[config.mk]
export PLATFORM = sky130hd
export DESIGN_NAME = rgb_to_hsl_converter_unit
export DESIGN_NICKNAME = d
export VERILOG_FILES = /design/src/rtl/rhc_pkg.sv /design/src/rtl/rhc_div.sv /design/src/rtl/rgb_to_hsl_converter_unit.sv
export SDC_FILE = /design/constraint.sdc
export NUM_CORES = 2
export LEC_CHECK = 0
export BUFFER_PORTS_ARGS = -buffer_cell sky130_fd_sc_hd__clkbuf_2
export CAP_MARGIN = 20
export CORE_UTILIZATION = 63
export CTS_CLUSTER_DIAMETER = 40
export DETAILED_ROUTE_END_ITERATION = 12
export PLACE_DENSITY = 0.84
export SYNTH_ARGS = -nofsm -noshare
export SYNTH_HDL_FRONTEND = slang
export SYNTH_SLANG_ARGS = --single-unit
[constraint.sdc]
create_clock -name i_clk -period 44.4 [get_ports i_clk]
set_clock_uncertainty 0.05 [all_clocks]
set_input_delay 0 -clock i_clk [delete_from_list [all_inputs] [get_ports i_clk]]
set_output_delay 0 -clock i_clk [all_outputs]
set_load 0.01 [all_outputs]
[src/rtl/rhc_pkg.sv]
`default_nettype none

package rhc_pkg;

    // pixel component width
    localparam int COMP_W = 8;

    // widths of the divider operands (numerator never exceeds denominator)
    localparam int SUM_W = COMP_W + 1;          // max + min
    localparam int HUE_W = COMP_W + 3;          // 6 * d, up to 1530

    // lightness divides max + min by twice the full-scale component
    localparam logic [SUM_W-1:0] LIG_DEN = SUM_W'(510);

    // full-scale component value
    localparam logic [SUM_W-1:0] COMP_FULL = SUM_W'(255);

    // sector of the hue, picked in priority red, green, blue
    typedef enum logic [1:0] {
        SEC_RED   = 2'd0,
        SEC_GREEN = 2'd1,
        SEC_BLUE  = 2'd2
    } t_sector;

endpackage

`default_nettype wire

[src/rtl/rhc_div.sv]
`default_nettype none

// pipelined restoring divider, one quotient bit per stage
// quotient = floor(num * 2^(QB-1) / den), valid for num <= den
module rhc_div #(
    parameter int W  = 9,
    parameter int QB = 17
) (
    input  wire logic          i_clk,
    input  wire logic          i_en,
    input  wire logic [W-1:0]  i_num,
    input  wire logic [W-1:0]  i_den,
    output logic      [QB-1:0] o_quo
);

    logic [W-1:0]  r_rem [QB];
    logic [W-1:0]  r_den [QB];
    logic [QB-1:0] r_quo [QB];

    logic [W-1:0]  n_rem [QB];
    logic [W-1:0]  n_den [QB];
    logic [QB-1:0] n_quo [QB];

    for (genvar k = 0; k < QB; k++) begin : g_stage
        logic [W:0]    w_part;
        logic [W:0]    w_diff;
        logic          w_ge;
        logic [W-1:0]  w_den_in;
        logic [QB-1:0] w_quo_in;

        if (k == 0) begin : g_first
            assign w_part   = {1'b0, i_num};
            assign w_den_in = i_den;
            assign w_quo_in = '0;
        end else begin : g_next
            assign w_part   = {r_rem[k-1], 1'b0};
            assign w_den_in = r_den[k-1];
            assign w_quo_in = r_quo[k-1];
        end

        always_comb begin
            n_den[k] = w_den_in;
            n_quo[k] = w_quo_in;
            w_ge     = (w_part >= {1'b0, n_den[k]});
            w_diff   = w_part - {1'b0, n_den[k]};
            n_rem[k] = w_ge ? w_diff[W-1:0] : w_part[W-1:0];
            n_quo[k][QB-1-k] = w_ge;
        end

        always_ff @(posedge i_clk) begin
            if (i_en) begin
                r_rem[k] <= n_rem[k];
                r_den[k] <= n_den[k];
                r_quo[k] <= n_quo[k];
            end
        end
    end

    assign o_quo = r_quo[QB-1];

endmodule

`default_nettype wire

[src/rtl/rgb_to_hsl_converter_unit.sv]
`default_nettype none

// channel    | direction | tdata fields (lowest bit up)           | tuser / tlast
// s_axis     | in        | red[7:0], green[7:0], blue[7:0]        | none
// m_axis     | out       | hue, saturation, lightness (OUT_BITS)  | none
//
// one pixel per clock while the output is taken; the path is an input
// register, two stages of min/max and hue setup, OUT_BITS + 1 divider stages
// (one quotient bit each, lightness rides beside them) and the output register
// reset clears only the valid bits; payload registers are not reset
// one enable moves the whole pipeline: it holds while the output register is
// full and not taken, so a stall drops or repeats no transaction
module rgb_to_hsl_converter_unit #(
    parameter int OUT_BITS = 16
) (
    input  wire logic                   i_clk,
    input  wire logic                   i_rst_n,
    // slave side
    input  wire logic                   i_s_axis_tvalid,
    output logic                        o_s_axis_tready,
    input  wire logic [23:0]            i_s_axis_tdata,   // red, green, blue
    // master side
    output logic                        o_m_axis_tvalid,
    input  wire logic                   i_m_axis_tready,
    output logic [((3*OUT_BITS+7)/8)*8-1:0] o_m_axis_tdata // hue, saturation, lightness, pad
);

    localparam int QB    = OUT_BITS + 1;                 // quotient incl. the "one" bit
    localparam int OUT_W = ((3 * OUT_BITS + 7) / 8) * 8;
    localparam int CW    = rhc_pkg::COMP_W;
    localparam int SW    = rhc_pkg::SUM_W;
    localparam int HW    = rhc_pkg::HUE_W;
    localparam int LREP  = (OUT_BITS + 7) / 8;           // copies of the remainder byte

    // pipeline advance
    logic w_en;
    logic r_out_valid;

    assign w_en            = !r_out_valid || i_m_axis_tready;
    assign o_s_axis_tready = w_en;

    // stage 0: input register
    logic          r_v0;
    logic [CW-1:0] r0_red, r0_green, r0_blue;

    always_ff @(posedge i_clk) begin
        if (!i_rst_n) begin
            r_v0 <= 1'b0;
        end else if (w_en) begin
            r_v0 <= i_s_axis_tvalid;
        end
    end

    always_ff @(posedge i_clk) begin
        if (w_en) begin
            r0_red   <= i_s_axis_tdata[CW-1:0];
            r0_green <= i_s_axis_tdata[2*CW-1:CW];
            r0_blue  <= i_s_axis_tdata[3*CW-1:2*CW];
        end
    end

    // stage 1: max, min, sector and signed component difference
    logic [CW-1:0]      w_mx, w_mn;
    rhc_pkg::t_sector   n1_sec;
    logic signed [CW:0] n1_diff;

    always_comb begin
        w_mx = r0_red;
        w_mn = r0_red;
        if (r0_green > w_mx) w_mx = r0_green;
        if (r0_blue  > w_mx) w_mx = r0_blue;
        if (r0_green < w_mn) w_mn = r0_green;
        if (r0_blue  < w_mn) w_mn = r0_blue;

        // first component equal to the max wins
        if (w_mx == r0_red) begin
            n1_sec  = rhc_pkg::SEC_RED;
            n1_diff = $signed({1'b0, r0_green}) - $signed({1'b0, r0_blue});
        end else if (w_mx == r0_green) begin
            n1_sec  = rhc_pkg::SEC_GREEN;
            n1_diff = $signed({1'b0, r0_blue}) - $signed({1'b0, r0_red});
        end else begin
            n1_sec  = rhc_pkg::SEC_BLUE;
            n1_diff = $signed({1'b0, r0_red}) - $signed({1'b0, r0_green});
        end
    end

    logic               r_v1;
    logic [SW-1:0]      r1_sum;
    logic [CW-1:0]      r1_d;
    rhc_pkg::t_sector   r1_sec;
    logic signed [CW:0] r1_diff;

    always_ff @(posedge i_clk) begin
        if (!i_rst_n) begin
            r_v1 <= 1'b0;
        end else if (w_en) begin
            r_v1 <= r_v0;
        end
    end

    always_ff @(posedge i_clk) begin
        if (w_en) begin
            r1_sum  <= {1'b0, w_mx} + {1'b0, w_mn};
            r1_d    <= w_mx - w_mn;
            r1_sec  <= n1_sec;
            r1_diff <= n1_diff;
        end
    end

    // stage 2: hue numerator (2 * sector * d + diff, plus 6 * d on a red wrap), hue and saturation denominators
    logic [HW-1:0] w_d6;
    logic [HW-1:0] w_base;
    logic [HW:0]   w_hnum;
    logic [SW-1:0] w_sden;

    always_comb begin
        w_d6 = HW'({r1_d, 2'b00}) + HW'({r1_d, 1'b0});
        case (r1_sec)
            rhc_pkg::SEC_RED:   w_base = r1_diff[CW] ? w_d6 : '0;   // wrap when green < blue
            rhc_pkg::SEC_GREEN: w_base = HW'({r1_d, 1'b0});
            rhc_pkg::SEC_BLUE:  w_base = HW'({r1_d, 2'b00});
            default:            w_base = '0;
        endcase
        w_hnum = {1'b0, w_base} + {{(HW-CW){r1_diff[CW]}}, r1_diff};
        // upper half of the lightness range measures against 510 - sum
        w_sden = r1_sum[SW-1] ? (rhc_pkg::LIG_DEN - r1_sum) : r1_sum;
    end

    logic          r_v2;
    logic          r2_ach;
    logic [HW-1:0] r2_hnum, r2_hden;
    logic [SW-1:0] r2_snum, r2_sden, r2_lnum;

    always_ff @(posedge i_clk) begin
        if (!i_rst_n) begin
            r_v2 <= 1'b0;
        end else if (w_en) begin
            r_v2 <= r_v1;
        end
    end

    always_ff @(posedge i_clk) begin
        if (w_en) begin
            r2_ach  <= (r1_d == '0);
            r2_hnum <= w_hnum[HW-1:0];
            r2_hden <= w_d6;
            r2_snum <= SW'(r1_d);
            r2_sden <= w_sden;
            r2_lnum <= r1_sum;
        end
    end

    // divider stages, one quotient bit per stage, two lanes in lockstep
    logic [QB-1:0] w_hq, w_sq;

    rhc_div #(.W(HW), .QB(QB)) u_div_hue (
        .i_clk (i_clk),
        .i_en  (w_en),
        .i_num (r2_hnum),
        .i_den (r2_hden),
        .o_quo (w_hq)
    );

    rhc_div #(.W(SW), .QB(QB)) u_div_sat (
        .i_clk (i_clk),
        .i_en  (w_en),
        .i_num (r2_snum),
        .i_den (r2_sden),
        .o_quo (w_sq)
    );

    // valid and achromatic flag travel beside the divider stages
    logic [QB-1:0] r_vd;
    logic [QB-1:0] r_achd;

    always_ff @(posedge i_clk) begin
        if (!i_rst_n) begin
            r_vd <= '0;
        end else if (w_en) begin
            r_vd <= {r_vd[QB-2:0], r_v2};
        end
    end

    always_ff @(posedge i_clk) begin
        if (w_en) begin
            r_achd <= {r_achd[QB-2:0], r2_ach};
        end
    end

    // max + min travels beside the divider stages for the lightness
    logic [SW-1:0] r_lsum [QB];

    always_ff @(posedge i_clk) begin
        if (w_en) begin
            r_lsum[0] <= r2_lnum;
            for (int k = 1; k < QB; k++) begin
                r_lsum[k] <= r_lsum[k-1];
            end
        end
    end

    // output register: clamp a full-scale quotient, zero hue and saturation
    // for gray pixels (their hue lane ran on a zero denominator)
    logic [OUT_BITS-1:0] w_hue, w_sat, w_lig;
    logic [OUT_BITS-1:0] r_out_hue, r_out_sat, r_out_lig;
    logic [SW-1:0]       w_lsum;
    logic                w_lhalf;
    logic [CW-1:0]       w_lrem;
    logic [CW*LREP-1:0]  w_lrep;

    assign w_hue = w_hq[QB-1] ? '1 : w_hq[OUT_BITS-1:0];
    assign w_sat = w_sq[QB-1] ? '1 : w_sq[OUT_BITS-1:0];

    // lightness = sum / 510: split sum = 255 * q + rem, then rem / 255 in
    // binary is the byte rem repeated; q is the integer bit
    // white (sum 510) gives rem 255, all ones, which is the clamped code
    always_comb begin
        w_lsum  = r_lsum[QB-1];
        w_lhalf = (w_lsum >= rhc_pkg::COMP_FULL);
        w_lrem  = w_lhalf ? CW'(w_lsum - rhc_pkg::COMP_FULL) : w_lsum[CW-1:0];
        w_lrep  = {LREP{w_lrem}};
        w_lig   = {w_lhalf, w_lrep[CW*LREP-1 -: OUT_BITS-1]};
    end

    always_ff @(posedge i_clk) begin
        if (!i_rst_n) begin
            r_out_valid <= 1'b0;
        end else if (w_en) begin
            r_out_valid <= r_vd[QB-1];
        end
    end

    always_ff @(posedge i_clk) begin
        if (w_en) begin
            r_out_hue <= r_achd[QB-1] ? '0 : w_hue;
            r_out_sat <= r_achd[QB-1] ? '0 : w_sat;
            r_out_lig <= w_lig;
        end
    end

    assign o_m_axis_tvalid = r_out_valid;
    assign o_m_axis_tdata  = OUT_W'({r_out_lig, r_out_sat, r_out_hue});

    // a colored pixel always has nonzero saturation
    a_hue_needs_sat: assert property (@(posedge i_clk) disable iff (!i_rst_n)
        (r_out_valid && r_out_hue != '0) |-> (r_out_sat != '0))
        else $error("hue without saturation");

    // a held pipeline keeps its in-flight transactions
    a_stall_holds: assert property (@(posedge i_clk) disable iff (!i_rst_n)
        !w_en |=> ($stable(r_vd) && $stable(r_out_lig)))
        else $error("pipeline moved while stalled");

    // a saturated-gray result is impossible: gray means zero saturation
    a_gray_sat: assert property (@(posedge i_clk) disable iff (!i_rst_n)
        (w_en && r_vd[QB-1] && r_achd[QB-1]) |=> (r_out_sat == '0 && r_out_hue == '0))
        else $error("gray pixel with color");

endmodule

`default_nettype wire
==> metrics.yaml <==
sta:
  rsz0062_at_grt: "no"
  timing.fmax_mhz: 163
  setup_viol: 0
  slew_violations: 0
  min_period_ns: 6.15
  period_share_pct: 13.9
  hold_viol: 0
  fin_setup_tns_ns: 0
  slew_headroom_pct: 28.7
  worst_pin_slew_ns: 1.07
  setup_ws_ns: 38.25
  whs_ns: 0.249
critical_path:
  crit_fanout: 14
  arrival_ns: 6.59
  endpoint: "r1_sum[8]"
  crit_type: "flip-flop to flip-flop"
  critPathCaptureType: "flip-flop"
  r2r_setup_slack_ns: 38.25
  r2r_end: "r1_sum[8]"
  critPathLaunchType: "flip-flop"
  rr_worst_depth: 25
  crit_start: "r0_green[5]"
  reg2reg_from: "r0_green[5]"
  worst_ep_required_time_ns: 44.84
grt:
  grt_max_degree: 190
  grt_use_met3_pct: 4.07
  busiest_layer: "met2"
  grt_pass1_wl_mm: 164
  use_met1_pct: 24.4
  overflow: 0
  grt_usage_pct: 22.8
  use_met2_pct: 43.0
  grt_pass1_vias: 33500
  antenna_found_initial: 2
yosys:
  synth.yosys.seq_area_share_pct: 63.4
  synth-seq-cells: 1211
  yosysTopAreaCell: "edfxtp_1"
  async_flop_share_pct: 0
  synth-edff-count: 1190
  syn_area_per_cell_um2: 13.7
  synthCells: 4162
  synth-main-ff-cell: "edfxtp_1"
  syn_nets: 4626
  yosys_warnings: 0
  synth.distinct_cells: 68
  synth_top_area_share_pct: 62.6
  synth.area.top_cells: "edfxtp_1, ha_1, inv_1"
  syn_area_mm2: 0.0571
route:
  ant_nets: 0
  wl_per_cell_um: 18.0
  first_iter_violations: 2043
  drt_wl_total_mm: 102
  drc: 0
  via_count: 32500
  via_per_inst: 5.70
  drt-pass1-iter-count: 7
outcome:
  status: "finished clean"
clocking:
  cts_tree: "yes"
  cts.htree.levels: 4
  cts-root-buf: "clkbuf_16"
  cts.repair.resized: 0
  clkSlewWorstSetupHoldPaths_ns: 0.06
  clk_latency_ns: 0.74
  clockBufferDepth: 3
  numCtsBuffers: 144
  cts.sinks: 1211
floorplan:
  chipWidth_um: 303
  std_cell_rows: 110
  start_util_pct: 63.5
  die_h_um: 303
  dieArea_mm2: 0.0918
  core-area_mm2: 0.0899
  io_pins: 78
place:
  io_buffers: 77
  dp.cells: 5376
  dp_hpwl_mm: 67.9
  place.gp.congestion: 0.901
  pre_cts_ws_ns: 38.30
layout:
  diodes: 0
  drive_gt1_share_pct: 11.3
  area_growth_syn_to_layout_pct: 12.5
  stdcell_count: 5690
  nNetsFinal: 4865
min_path:
  min_path_type: "primary input to flip-flop"
job:
  drv_cap: 0
[layout make-up]
class                   instances  area (µm²)
multi-input cells            2447       19000
repair buffers                152        1100
well taps                    1176        1470
clock inverters               104        1150
flip-flops and latches       1211       36200
fillers                      5432       25700
inverters                     445        1680
clock buffers                 155        3670
[logic make-up (layout without fill, tap and decap cells)]
group / count (synthesis) / count (layout) / synth area share [%]
xor+xnor: 257 / 257 / 3.95
flops: 1211 / 1211 / 63.4
compound gates: 735 / 735 / 8.25
mux: 208 / 208 / 4.02
fa+ha+maj: 436 / 436 / 10.1
simple gates: 810 / 810 / 6.90
other cells: 1 / 1 / 0.00657
buf+inv: 504 / 856 / 3.43
[cells in the mapped netlist, drive strengths merged, types with 5 or more instances]
master	instances
edfxtp	1190
inv	445
ha	397
nor2	264
a21oi	236
o21ai	169
xnor2	165
nand2	164
mux2	152
a21o	141
nor2b	112
xor2	92
nand4	71
nand2b	67
mux2i	56
nor3	41
a21boi	40
and2	40
clkbuf	39
fa	39
o31ai	22
dfxtp	21
buf	20
o21a	19
a221oi	15
o211a	15
a211oi	14
nand3	14
or2	12
and3	11
o21bai	10
a211o	8
a311oi	8
or3	8
a22oi	5
[worst min-delay path by stage]
| stage | from | to | slack [ns] | depth (start not counted) |
|---|---|---|---|---|
| final | i_rst_n | r_vd[15] | 0.25 | 3 |
| after detailed placement | i_s_axis_tdata[15] | r0_green[7] | 0.13 | 1 |
| after floorplan | i_s_axis_tdata[16] | r0_blue[0] | 0.05 | 0 |
| after global routing | i_m_axis_tready | r_vd[8] | 0.29 | 6 |
| after global placement | i_s_axis_tdata[16] | r0_blue[0] | 0.13 | 1 |
| after CTS | i_rst_n | r_vd[13] | 0.18 | 3 |
[timing repair]
| action | in CTS | in global routing |
|---|---|---|
| endpoints found under the hold margin | 45 | 0 |
| buffers inserted | 0 | 0 |
| hold buffers | 54 | 0 |
[cells in the final DEF (no fill, tap or decap), types with 41 or more instances in the layout]
master            n
edfxtp_1       1190
inv_1           444
ha_1            397
nor2_1          263
a21oi_1         234
xnor2_1         165
nand2_1         164
o21ai_0         163
mux2_2          147
clkbuf_16       145
a21o_1          141
nor2b_1         112
xor2_1           92
clkbuf_2         77
nand4_1          71
nand2b_1         67
mux2i_1          56
dlygate4sd3_1    54
nor3_1           41
[routing by layer]
| layer | wire [µm] | up-vias |
|---|---|---|
| met1 | 38200 | 15700 |
| met4 | 4070 | 2 |
| li1 | - | 15600 |
| met3 | 4530 | 283 |
| met5 | 13 | - |
| met2 | 55600 | 885 |
[flip-flops by register name, indices dropped and copies added (netlist names), 16 cells and up, named ones only]
| signal | count |
|---|---|
| r_achd | 17 |
| r_lsum | 137 |
| r_out_hue | 16 |
| r_out_sat | 16 |
| r_vd | 17 |
| u_div_hue.r_den | 149 |
| u_div_hue.r_quo | 153 |
| u_div_hue.r_rem | 161 |
| u_div_sat.r_den | 139 |
| u_div_sat.r_quo | 153 |
| u_div_sat.r_rem | 143 |
[stage by stage]
stage	util (%)	cell area [µm²]
finish	71.4	64200
global route	71.4	64200
CTS	71.4	64200
detailed placement	65.4	58800
global placement	65.4	58800
floorplan	-	57100
[critical path: stages, from the launching register on]
cell and delay [ns]:
edfxtp_1 0.48, inv_1 0.15, ha_1 0.39, nand3_1 0.14
nor2_2 0.26, a2111oi_4 0.13, a41oi_4 0.46, mux2i_1 0.40
ha_1 0.31, a21o_1 0.16, a21o_1 0.16, a21oi_1 0.18
nand2_1 0.08, o21ai_2 0.67, mux2_4 0.36, ha_1 0.20
inv_1 0.07, fa_1 0.21, inv_1 0.05, a21oi_1 0.20
o21bai_1 0.12, a21oi_1 0.17, nor2_1 0.05, nor2_1 0.16
o21bai_1 0.09, a21o_1 0.18
Power is left out: the tool's default activity adds up to more than one toggle a clock period on the data nets, which glitch-free logic cannot reach.
